<file path="src/hdl/lwbc_pkg.sv">
// Package for the LRU write-back block cache tag unit.
// Holds sizes, command and action codes, the controller state type and the cell view and cell write structs.
// No dependencies.
package lwbc_pkg;

    localparam int ENTRIES = 32;
    localparam int SLOT_W  = 6;
    localparam int BLK_W   = 32;
    localparam int STAMP_W = 64;
    localparam int IDX_W   = (ENTRIES > 1) ? $clog2(ENTRIES) : 1;

    localparam logic [1:0] CMD_READ  = 2'd0;
    localparam logic [1:0] CMD_WRITE = 2'd1;
    localparam logic [1:0] CMD_FLUSH = 2'd2;
    localparam logic [1:0] CMD_FAIL  = 2'd3;

    localparam logic [2:0] ACT_HIT       = 3'd0;
    localparam logic [2:0] ACT_FILL      = 3'd1;
    localparam logic [2:0] ACT_WRITEBACK = 3'd2;
    localparam logic [2:0] ACT_CLAIM     = 3'd3;
    localparam logic [2:0] ACT_DONE      = 3'd4;

    typedef enum logic [2:0] {
        ST_IDLE,
        ST_SCAN,
        ST_DECIDE,
        ST_FLUSH,
        ST_DONE
    } t_state;

    // Per-cell view that the controller sees each cycle.
    typedef struct packed {
        logic               valid;
        logic               dirty;
        logic [BLK_W-1:0]   tag;
        logic [STAMP_W-1:0] stamp;
    } t_cell_view;

    // Write command from the controller to the cells.
    typedef struct packed {
        logic               wr;
        logic [IDX_W-1:0]   idx;
        logic               valid;
        logic               dirty;
        logic               set_tag;
        logic [BLK_W-1:0]   tag;
        logic               set_stamp;
        logic [STAMP_W-1:0] stamp;
    } t_cell_wr;

endpackage

</file>
<file path="src/hdl/lwbc_cell.sv">
// One slot cell of the tag unit: valid, dirty, tag and use stamp.
// Its view circulates to the neighbor each rotate cycle. Uses lwbc_pkg.
module lwbc_cell (
    input  logic                 i_clk,
    input  logic                 i_rst_n,
    input  logic                 i_rot,
    input  logic                 i_sel,
    input  lwbc_pkg::t_cell_wr   i_wr,
    input  lwbc_pkg::t_cell_view i_prev,
    output lwbc_pkg::t_cell_view o_view
);
    import lwbc_pkg::*;

    t_cell_view r_v, n_v;

    always_comb begin
        n_v = r_v;
        if (i_rot) begin
            n_v = i_prev;
        end else if (i_sel && i_wr.wr) begin
            n_v.valid = i_wr.valid;
            n_v.dirty = i_wr.dirty;
            if (i_wr.set_tag) n_v.tag = i_wr.tag;
            if (i_wr.set_stamp) n_v.stamp = i_wr.stamp;
        end
    end

    always_ff @(posedge i_clk) begin
        if (!i_rst_n) begin
            r_v.valid <= 1'b0;
            r_v.dirty <= 1'b0;
            r_v.stamp <= '0;
            r_v.tag   <= n_v.tag;
        end else begin
            r_v <= n_v;
        end
    end

    assign o_view = r_v;
endmodule

</file>
<file path="config.mk">
export PLATFORM = sky130hd
export DESIGN_NAME = lwbc_cell
export DESIGN_NICKNAME = d
export VERILOG_FILES = /design/src/hdl/lwbc_pkg.sv /design/src/hdl/lwbc_cell.sv
export SDC_FILE = /design/constraint.sdc
export NUM_CORES = 1
export LEC_CHECK = 0
export BUFFER_PORTS_ARGS = -buffer_cell sky130_fd_sc_hd__buf_2
export CORE_ASPECT_RATIO = 0.6
export CORE_MARGIN = 8
export CORE_UTILIZATION = 46
export DETAILED_ROUTE_END_ITERATION = 12
export PLACE_DENSITY_LB_ADDON = 0.08
export SLEW_MARGIN = 10
export SYNTH_ARGS = -nofsm -noshare
export SYNTH_HDL_FRONTEND = slang
export SYNTH_SLANG_ARGS = --single-unit
export TNS_END_PERCENT = 5
</file>
<file path="constraint.sdc">
create_clock -name i_clk -period 4.6 [get_ports i_clk]
set_clock_uncertainty 0.15 [all_clocks]
set_input_delay 0.23 -clock i_clk [delete_from_list [all_inputs] [get_ports i_clk]]
set_output_delay 0.23 -clock i_clk [all_outputs]
set_load 0.005 [all_outputs]
</file>
==> results of run 1 <==
==> synth_stat cells <==
master,number
o311a_1,2
buf_2,18
inv_2,1
nand2b_1,2
and3_1,2
edfxtp_1,32
buf_4,5
mux2i_1,64
buf_6,8
a211oi_1,48
clkbuf_1,22
a311oi_1,64
buf_1,1
a31o_2,1
a211oi_2,16
mux2_2,32
dfxtp_1,66
a31o_1,1
a21boi_0,2
==> cell families (layout without fill, tap and decap cells) <==
kind of cell | Yosys count | in the layout | synth area share (%)
AOI/OAI and AO/OA | 134 | 134 | 24.5
DFF | 98 | 98 | 47.6
muxes | 96 | 96 | 20.9
buffers and inverters | 55 | 323 | 6.43
and+or+nand+nor | 4 | 4 | 0.522
==> cell type report <==
cell class / count / area, sq um
Clock inverter: 5 / 53.8
Timing Repair Buffer: 306 / 1550
Inverter: 1 / 3.75
Sequential cell: 98 / 2280
Fill cell: 887 / 3830
Multi-Input combinational cell: 234 / 2200
Tap cell: 139 / 174
Clock buffer: 11 / 243
==> worst max-delay path, delay by kind of cell <==
| family | cells | cell delay, ns |
|---|---|---|
| buffers and inverters | 2 | 1.17 |
| AO/OA/AOI/OAI | 2 | 0.96 |
==> metrics by stage <==
step | power (uW) | std cells | hold slack, ns
final | 2160 | 794 | 0.0211
after global routing | 2260 | 794 | 0.00346
after CTS | 2190 | 794 | 0.00326
after detailed placement | 1450 | 778 | 0.359
after global placement | 1440 | 778 | 0.350
after floorplan | 1240 | 387 | 0.211
==> layout by cell type (no fill, tap or decap) <==
cell type	netlist	layout
a21boi_0	2	2
clkbuf_1	22	1
o311a_1	2	2
and3_1	2	2
mux2i_1	64	64
clkinv_2	0	1
a31o_2	1	2
a211oi_2	16	16
a211oi_1	48	48
clkinv_1	0	1
clkbuf_16	0	9
clkbuf_8	0	1
nand2b_1	2	2
buf_4	5	6
edfxtp_1	32	32
mux2_2	32	32
a311oi_1	64	64
dfxtp_1	66	66
buf_6	8	1
clkinvlp_4	0	2
inv_2	1	1
buf_2	18	299
bufinv_16	0	1
==> layer usage <==
layer | GRT usage (%) | wire length (um) | vias to the layer above
li1 | - | - | 2113
met1 | 25.5 | 6330 | 2109
met2 | 35.6 | 8050 | 160
met3 | 7.73 | 1310 | 7
met4 | 3.80 | 100 | 0
met5 | 0 | 0 | -
==> power breakdown <==
group | leakage, uW | switching (uW) | internal, uW
sequential | 0.000866 | 30.9 | 978
clock | 0.000139 | 304 | 434
combinational | 0.00196 | 210 | 206
total | 0.00297 | 545 | 1620
==> how the worst max path moves through the flow <==
stage              start                 endpoint  slack [ns]
3_5_place_dp       i_rot  o_view[11]$_SDFFE_PN0P_        1.85
3_3_place_gp       i_rot  o_view[17]$_SDFFE_PN0P_        1.91
5_1_grt            i_rot   o_view[0]$_SDFFE_PN0P_        2.05
2_1_floorplan  i_wr[105]     o_view[64]$_DFFE_PP_        2.84
6_report           i_rot  o_view[63]$_SDFFE_PN0P_        2.23
4_1_cts            i_rot  o_view[11]$_SDFFE_PN0P_        2.21
==> impl_metrics.tcl, run 1 <==
set metrics [dict create \
    outcome "completed" \
    finalCritPeriodShare_pct 51.5 \
    numCtsBuffers 9 \
    p_leak_uw 0.00297 \
    drt_pre_antenna_iters 4 \
    min_to "o_view[96]$_SDFFE_PN0P_" \
    wl_um 15800 \
    rows 29 \
    timing.slew.headroom_pct 28.8 \
    cp_slowest_stage_delay_ns 0.83 \
    cts-root-buf "clkbuf_16" \
    r2r_cells 2 \
    postPlaceCellArea_sq_mm 0.00621 \
    vias 4389 \
    hold_violations 0 \
    cp-end-kind "flop" \
    drive_gt1_share_pct 56.6 \
    utilization_pct 62.9 \
    cts_tree "built" \
    start_util_pct 46.3 \
    pre_cts_ws_ns 1.85 \
    largest_reg_flops 98 \
    drtIter0Drc 216 \
    vdd_ir_drop_max_mv 0.175 \
    clockBufferDepth 2 \
    regToRegSetupSlack_ns 3.56 \
    h-tree-depth 3 \
    ys_warn_count 0 \
    hold_depth 2 \
    syn_inst 387 \
    crit_chain "buf_6, a31o_2, buf_4, a211oi_1" \
    setup_violations 0 \
    worst_slew_pin_slew_ns 1.07 \
    clkSinkCount 98 \
    grt_max_degree 116 \
    maxCapViolCount 0 \
    worstPathRequired_ns 4.64 \
    yosysSeqAreaShare_pct 47.6 \
    synth-seq-cells 98 \
    antenna_cells 0 \
    rr_endpoint "o_view[96]$_SDFFE_PN0P_" \
    io_buffers 300 \
    r2r_start "o_view[96]$_SDFFE_PN0P_" \
    cp.arrival_ns 2.42 \
    synthTopCellsByArea "dfxtp_1 (28%), edfxtp_1 (20%), mux2i_1 (13%)" \
    crit_slowest_cell "a31o_2" \
    power_density_mw_per_mm2 332 \
    ios 306 \
    cp-start-kind "primary input" \
    drc 0 \
    die_width_um 148 \
    grt_pass1_vias 4410 \
    syn2layout_area_growth_pct 35.9 \
    critPathKind "primary input to flop" \
    die_h_um 95.0 \
    maxSlewViolCount 0 \
    die-area_sq_mm 0.0140 \
    period_needed_ns 2.37 \
    post-synth-top-area-fraction_pct 27.6 \
    fmax_mhz 422 \
    wire_per_inst_um 19.9 \
    syn_nets 595 \
    path_clk_slew_ns 0.06 \
    coreArea_sq_mm 0.0103 \
    post_cts_buffers 0 \
    synthDistinctLibCells 19 \
    hp-class "primary input to flop" \
    avgSynthCellArea_sq_um 12.4 \
    ctsHoldBuffers 0 \
    antenna_found_initial 0 \
    insertion_delay_ns 0.33 \
    rsz0062_at_grt "no" \
    grt_pass1_wl_um 23500 \
    grt-ovfl-total 0 \
    synth_top_area_cell "dfxtp_1" \
    final_antenna_net_count 0 \
    hold_path.startpoint "i_rst_n" \
    cp_max_fo 115 \
    globalRouteTotalUtil_pct 21.0 \
    cts_resized 0 \
    vias_per_cell 5.53 \
    synthesis.area_sq_mm 0.00479 \
    setup_ws_ns 2.23 \
    dpl.hpwl_um 11400 \
    fin_area_sq_mm 0.00651 \
    nNetsFinal 858 \
    gp_congestion 0.768 \
    setup_tns_ns 0 \
]
Power figures use the tool's default switching activity.
==> run 2, diff against run 1 <==
--- a/config.mk
+++ b/config.mk
@@ -8,7 +8,7 @@
 export BUFFER_PORTS_ARGS = -buffer_cell sky130_fd_sc_hd__buf_2
 export CORE_ASPECT_RATIO = 0.6
 export CORE_MARGIN = 8
-export CORE_UTILIZATION = 46
+export CORE_UTILIZATION = 39
 export DETAILED_ROUTE_END_ITERATION = 12
 export PLACE_DENSITY_LB_ADDON = 0.08
 export SLEW_MARGIN = 10
==> constraint.sdc (replaced) <==
create_clock -name i_clk -period 2 [get_ports i_clk]
set_clock_uncertainty 0.15 [all_clocks]
set_input_delay 0.1 -clock i_clk [delete_from_list [all_inputs] [get_ports i_clk]]
set_output_delay 0.1 -clock i_clk [all_outputs]
set_load 0.005 [all_outputs]
==> run 2 against run 1 <==
  * The flow now finishes with violations (negative hold slack)
  * Combinational power increased to 3.1 times the previous value
  * First-iteration DRC count is 50% higher
  * Non-clock buffer count rose by 165
  * Critical endpoint is now o_view[61]$_SDFFE_PN0P_
  * Global-route usage grew 0.63 points
  * Utilization is 5.6 points higher
  * Total power rose by 140%
  * Sequential power up 130%
  * Sequential cell count unchanged
  * Largest power group unchanged
  * Highest routed layer unchanged
  * Final cell count rose by 24%
  * Die area up 15%
==> impl_metrics.tcl, run 2 (same netlist as run 1, synthesis figures left out) <==
set metrics [dict create \
    timing.slew.headroom_pct 71.3 \
    antenna_found_initial 1 \
    worstPathRequired_ns 2.05 \
    r2r_start "o_view[97]$_SDFFE_PN0P_" \
    rows 31 \
    die_h_um 102 \
    period_needed_ns 1.67 \
    r2r_cells 3 \
    final_cell_mix "buf_2 (299), dlygate4sd3_1 (151), dfxtp_1 (66), mux2i_1 (64), a311oi_1 (64)" \
    numCtsBuffers 9 \
    critPathKind "primary input to flop" \
    grtUsageMet1_pct 23.7 \
    outcome "complete, but fails checks" \
    p_leak_uw 0.00369 \
    final_antenna_net_count 0 \
    ctsHoldBuffers 151 \
    largest_reg_flops 98 \
    finalCritPeriodShare_pct 83.5 \
    cp.arrival_ns 1.72 \
    insertion_delay_ns 0.34 \
    nNetsFinal 1023 \
    worst_hold_slack_ns -0.00522 \
    wl_um 18100 \
    maxCapViolCount 0 \
    setup_tns_ns 0 \
    clockBufferDepth 2 \
    grt_pass1_wl_um 28500 \
    regToRegSetupSlack_ns 0.41 \
    use_met3_pct 6.92 \
    drtIter0Drc 325 \
    hold_violations 2 \
    pre_cts_ws_ns 0.514 \
    coreArea_sq_mm 0.0120 \
    crit_chain "buf_6, buf_12, buf_4, mux2i_1, dlygate4sd3_1, a211oi_1" \
    die_width_um 159 \
    syn2layout_area_growth_pct 72.0 \
    grt_max_degree 65 \
    maxSlewViolCount 0 \
    dpl.hpwl_um 12000 \
    cts_resized 0 \
    cp_slowest_stage_delay_ns 0.58 \
    violations "negative hold slack" \
    wire_per_inst_um 18.4 \
    cts_tree "built" \
    die-area_sq_mm 0.0162 \
    cp-end-kind "flop" \
    met2_usage_pct 39.6 \
    h-tree-depth 3 \
    cp-start-kind "primary input" \
    grt_pass1_vias 5557 \
    setup_violations 0 \
    worst_slew_pin_slew_ns 0.430 \
    fmax_mhz 598 \
    grt-ovfl-total 0 \
    io_buffers 300 \
    globalRouteTotalUtil_pct 21.6 \
    rr_endpoint "o_view[97]$_SDFFE_PN0P_" \
    crit_slowest_cell "dlygate4sd3_1" \
    gp_congestion 0.799 \
    setup_ws_ns 0.329 \
    drc 0 \
    hp-class "primary input to flop" \
    post_cts_buffers 0 \
    busiest_layer "met2" \
    clkSinkCount 98 \
    startpoint "i_rot" \
    path_clk_slew_ns 0.07 \
    vias 5103 \
    crit_end "o_view[61]$_SDFFE_PN0P_" \
    power_density_mw_per_mm2 632 \
    final_common_cell "buf_2" \
    vdd_ir_drop_max_mv 0.390 \
    rsz0062_at_grt "no" \
    cts-root-buf "clkbuf_16" \
    ios 306 \
    start_util_pct 39.8 \
    drive_gt1_share_pct 47.0 \
    drt_pre_antenna_iters 4 \
    cp_max_fo 34 \
    vias_per_cell 5.18 \
]
[run 2: changes by cell type in the layout (fill, tap and decap cells not counted), sizes merged]
cell,change
dlygate4sd3,+151
buf,+14
bufinv,-1
clkbuf,-1
clkinv,+1
clkinvlp,+1
diode,+1
[run 2: worst min path at each step]
stage / startpoint / end / depth (start not counted)
after floorplan: i_rst_n / o_view[96]$_SDFFE_PN0P_ / 1
after global placement: i_rst_n / o_view[96]$_SDFFE_PN0P_ / 2
after detailed placement: i_rst_n / o_view[96]$_SDFFE_PN0P_ / 2
after CTS: i_wr[51] / o_view[51]$_SDFFE_PN0P_ / 3
after global routing: i_wr[51] / o_view[51]$_SDFFE_PN0P_ / 3
final: i_wr[47] / o_view[47]$_SDFFE_PN0P_ / 3
[run 2: area by class of cell]
class | instances | area [sq um]
inverter | 1 | 3.75
clock buffer | 10 | 229
multi-input combinational | 234 | 2200
sequential | 98 | 2280
antenna | 1 | 2.50
timing repair buffer | 471 | 3270
tap | 165 | 206
clock inverter | 6 | 43.8
fill | 946 | 3790
[run 2: metal layers]
metal,vias to the layer above,part of all wire (%)
met3,33,7.1
met2,212,52
met4,0,2.1
met5,-,0
met1,2409,39
li1,2449,-
[run 2: metrics by stage]
step	hold WS, ns	power [uW]	area, sq um	instances	util [%]
after floorplan	0.0812	2860	4790	387	-
after global placement	0.228	3350	6450	818	53.6
after detailed placement	0.229	3370	6450	818	53.6
after CTS	0.000103	5250	8230	985	68.5
after global routing	0.00581	5470	8240	986	68.5
final	-0.00522	5210	8240	986	68.5
[run 2: critical path: cells and delay by family]
| family | cells | cell delay (ns) |
|---|---|---|
| compound gates | 1 | 0.07 |
| buf+inv | 4 | 1.32 |
| mux | 1 | 0.21 |
[run 2: power breakdown]
part	leakage (uW)	internal, uW	switching (uW)	total (uW)
combinational	0.00270	750	550	1300
sequential	0.000866	2250	72.5	2320
clock	0.000122	843	745	1590
==> run 3, diff against run 2 <==
--- a/config.mk
+++ b/config.mk
@@ -8,7 +8,7 @@
 export BUFFER_PORTS_ARGS = -buffer_cell sky130_fd_sc_hd__buf_2
 export CORE_ASPECT_RATIO = 0.6
 export CORE_MARGIN = 8
-export CORE_UTILIZATION = 39
+export CORE_UTILIZATION = 43
 export DETAILED_ROUTE_END_ITERATION = 12
 export PLACE_DENSITY_LB_ADDON = 0.08
 export SLEW_MARGIN = 10
==> constraint.sdc (replaced) <==
create_clock -name i_clk -period 1.58 [get_ports i_clk]
set_clock_uncertainty 0.15 [all_clocks]
set_input_delay 0.079 -clock i_clk [delete_from_list [all_inputs] [get_ports i_clk]]
set_output_delay 0.079 -clock i_clk [all_outputs]
set_load 0.005 [all_outputs]
==> run 3 against run 2 <==
  * The run now ends clean
  * Critical path depth down 1
  * Register-to-register slack worse by 0.35 ns
  * Utilization grew 9.1 points
  * Combinational power is 28% higher
  * Sequential share of layout area down 0.23 points
  * Worst hold slack better by 0.0063 ns
  * Routed wire length up 7.0%
  * Critical endpoint is now o_view[50]$_SDFFE_PN0P_
  * Count of clock-buffer cells in the layout is 1 lower
  * Sequential cell count is the same
  * First-iteration DRC count fell by 4.0%
  * Global-route usage is 3.5 points higher
==> impl_metrics.tcl, run 3 (same netlist as run 1, synthesis figures left out) <==
set metrics [dict create \
    hold_violations 0 \
    maxSlewViolCount 0 \
    grt_pass1_wl_um 30300 \
    finalCritPeriodShare_pct 99.0 \
    utilization_pct 77.6 \
    outcome "completed" \
    post_cts_buffers 0 \
    cp-end-kind "flop" \
    p_leak_uw 0.00382 \
    period_needed_ns 1.56 \
    worst_slew_pin_slew_ns 0.527 \
    rows 29 \
    hp-class "primary input to flop" \
    fillerInstances 703 \
    worstPathRequired_ns 1.66 \
    syn2layout_area_growth_pct 73.4 \
    crit_slowest_cell "dlygate4sd3_1" \
    vias 5263 \
    regToRegSetupSlack_ns 0.06 \
    drtIter0Drc 312 \
    final_antenna_net_count 0 \
    gp_congestion 0.771 \
    clockBufferDepth 2 \
    largest_reg_flops 98 \
    wire_per_inst_um 20.0 \
    setup_violations 0 \
    dpl.hpwl_um 12400 \
    finalPower_uw 6880 \
    globalRouteTotalUtil_pct 25.0 \
    numCtsBuffers 9 \
    critPathKind "primary input to flop" \
    cp-start-kind "primary input" \
    clkSinkCount 98 \
    final_cell_mix "buf_2 (299), dlygate4sd3_1 (145), dfxtp_1 (66), mux2i_1 (64), a311oi_1 (64)" \
    crit_top_cell "dlygate4sd3_1" \
    drt_pre_antenna_iters 4 \
    maxCapViolCount 0 \
    grt-ovfl-total 0 \
    cts_tree "built" \
    ios 306 \
    coreArea_sq_mm 0.0107 \
    die-area_sq_mm 0.0149 \
    start_util_pct 44.7 \
    insertion_delay_ns 0.33 \
    power_density_mw_per_mm2 829 \
    nNetsFinal 1028 \
    final_common_cell "buf_2" \
    wl_um 19400 \
    h-tree-depth 3 \
    multiInputGateArea_sq_mm 0.00221 \
    cp_slowest_stage_delay_ns 0.60 \
    grt_pass1_vias 5627 \
    die_width_um 152 \
    cp_num_buf_inv 3 \
    io_buffers 300 \
    seqCellArea_sq_mm 0.00228 \
    path_clk_slew_ns 0.06 \
    antenna_found_initial 4 \
    die_h_um 97.8 \
    drc 0 \
    path_delay_family "buffers and inverters" \
    drive_gt1_share_pct 46.7 \
    grt_max_degree 47 \
    cp_max_fo 1 \
    fmax_mhz 639 \
    crit_chain "dlygate4sd3_1, buf_2, mux2i_1, dlygate4sd3_1, a211oi_2" \
    cp.arrival_ns 1.65 \
    vias_per_cell 5.44 \
    cts-root-buf "clkbuf_16" \
    vdd_ir_drop_max_mv 0.590 \
    timing.slew.headroom_pct 64.9 \
]
-- run 3: tightest hold or removal path: cells and delay by family --
kind,cells,cell delay (ns)
AO/OA/AOI/OAI,1,0.10
buffers and inverters,1,0.10
multiplexers,1,0.15
-- run 3: worst paths after layout --
path                                         startpoint  cells past startpoint                      end
worst max register to register  o_view[96]$_SDFFE_PN0P_                      3  o_view[96]$_SDFFE_PN0P_
worst min-delay path                           i_wr[10]                      3  o_view[10]$_SDFFE_PN0P_
worst max-delay path                           i_wr[50]                      5  o_view[50]$_SDFFE_PN0P_
worst min register to register  o_view[45]$_SDFFE_PN0P_                      2  o_view[45]$_SDFFE_PN0P_
-- run 3: timing repair --
item                                    in CTS  in global routing
endpoints found under the hold margin       81                  1
resized for setup                            0                 13
hold buffers                               156                  1
endpoints found under the setup margin       0                 14
-- run 3: where the power goes --
part	internal (uW)	switching, uW
combinational	941	714
clock	1370	920
sequential	2850	92.5
-- run 3: through the flow --
| step | instances | instance area [sq um] | hold slack [ns] | TNS [ns] | worst slack, ns |
|---|---|---|---|---|---|
| floorplan | 387 | 4800 | 0.0602 | 0 | 0.172 |
| global placement | 792 | 6390 | 0.202 | 0 | 0.238 |
| detailed placement | 792 | 6390 | 0.201 | 0 | 0.221 |
| CTS | 964 | 8260 | 0.00147 | 0 | 0.00897 |
| global route | 968 | 8310 | 0.0157 | -0.0815 | -0.0532 |
| finish | 968 | 8310 | 0.00106 | 0 | 0.0153 |
-- run 3: cell type report --
class,instances,area share [%]
inverters,1,0.0452
clock inverters,7,1.01
diodes,4,0.121
clock buffers,9,2.71
multi-input cells,234,26.6
well taps,139,2.09
repair buffers,476,39.9
flip-flops and latches,98,27.5
-- run 3: per-layer routing --
metal / part of all wire (%) / wire [um] / track usage [%]
met2: 52 / 9990 / 45.4
met3: 7.7 / 1500 / 7.79
met5: 0 / 0 / 0
met1: 37 / 7220 / 26.4
met4: 3.5 / 671 / 11.8
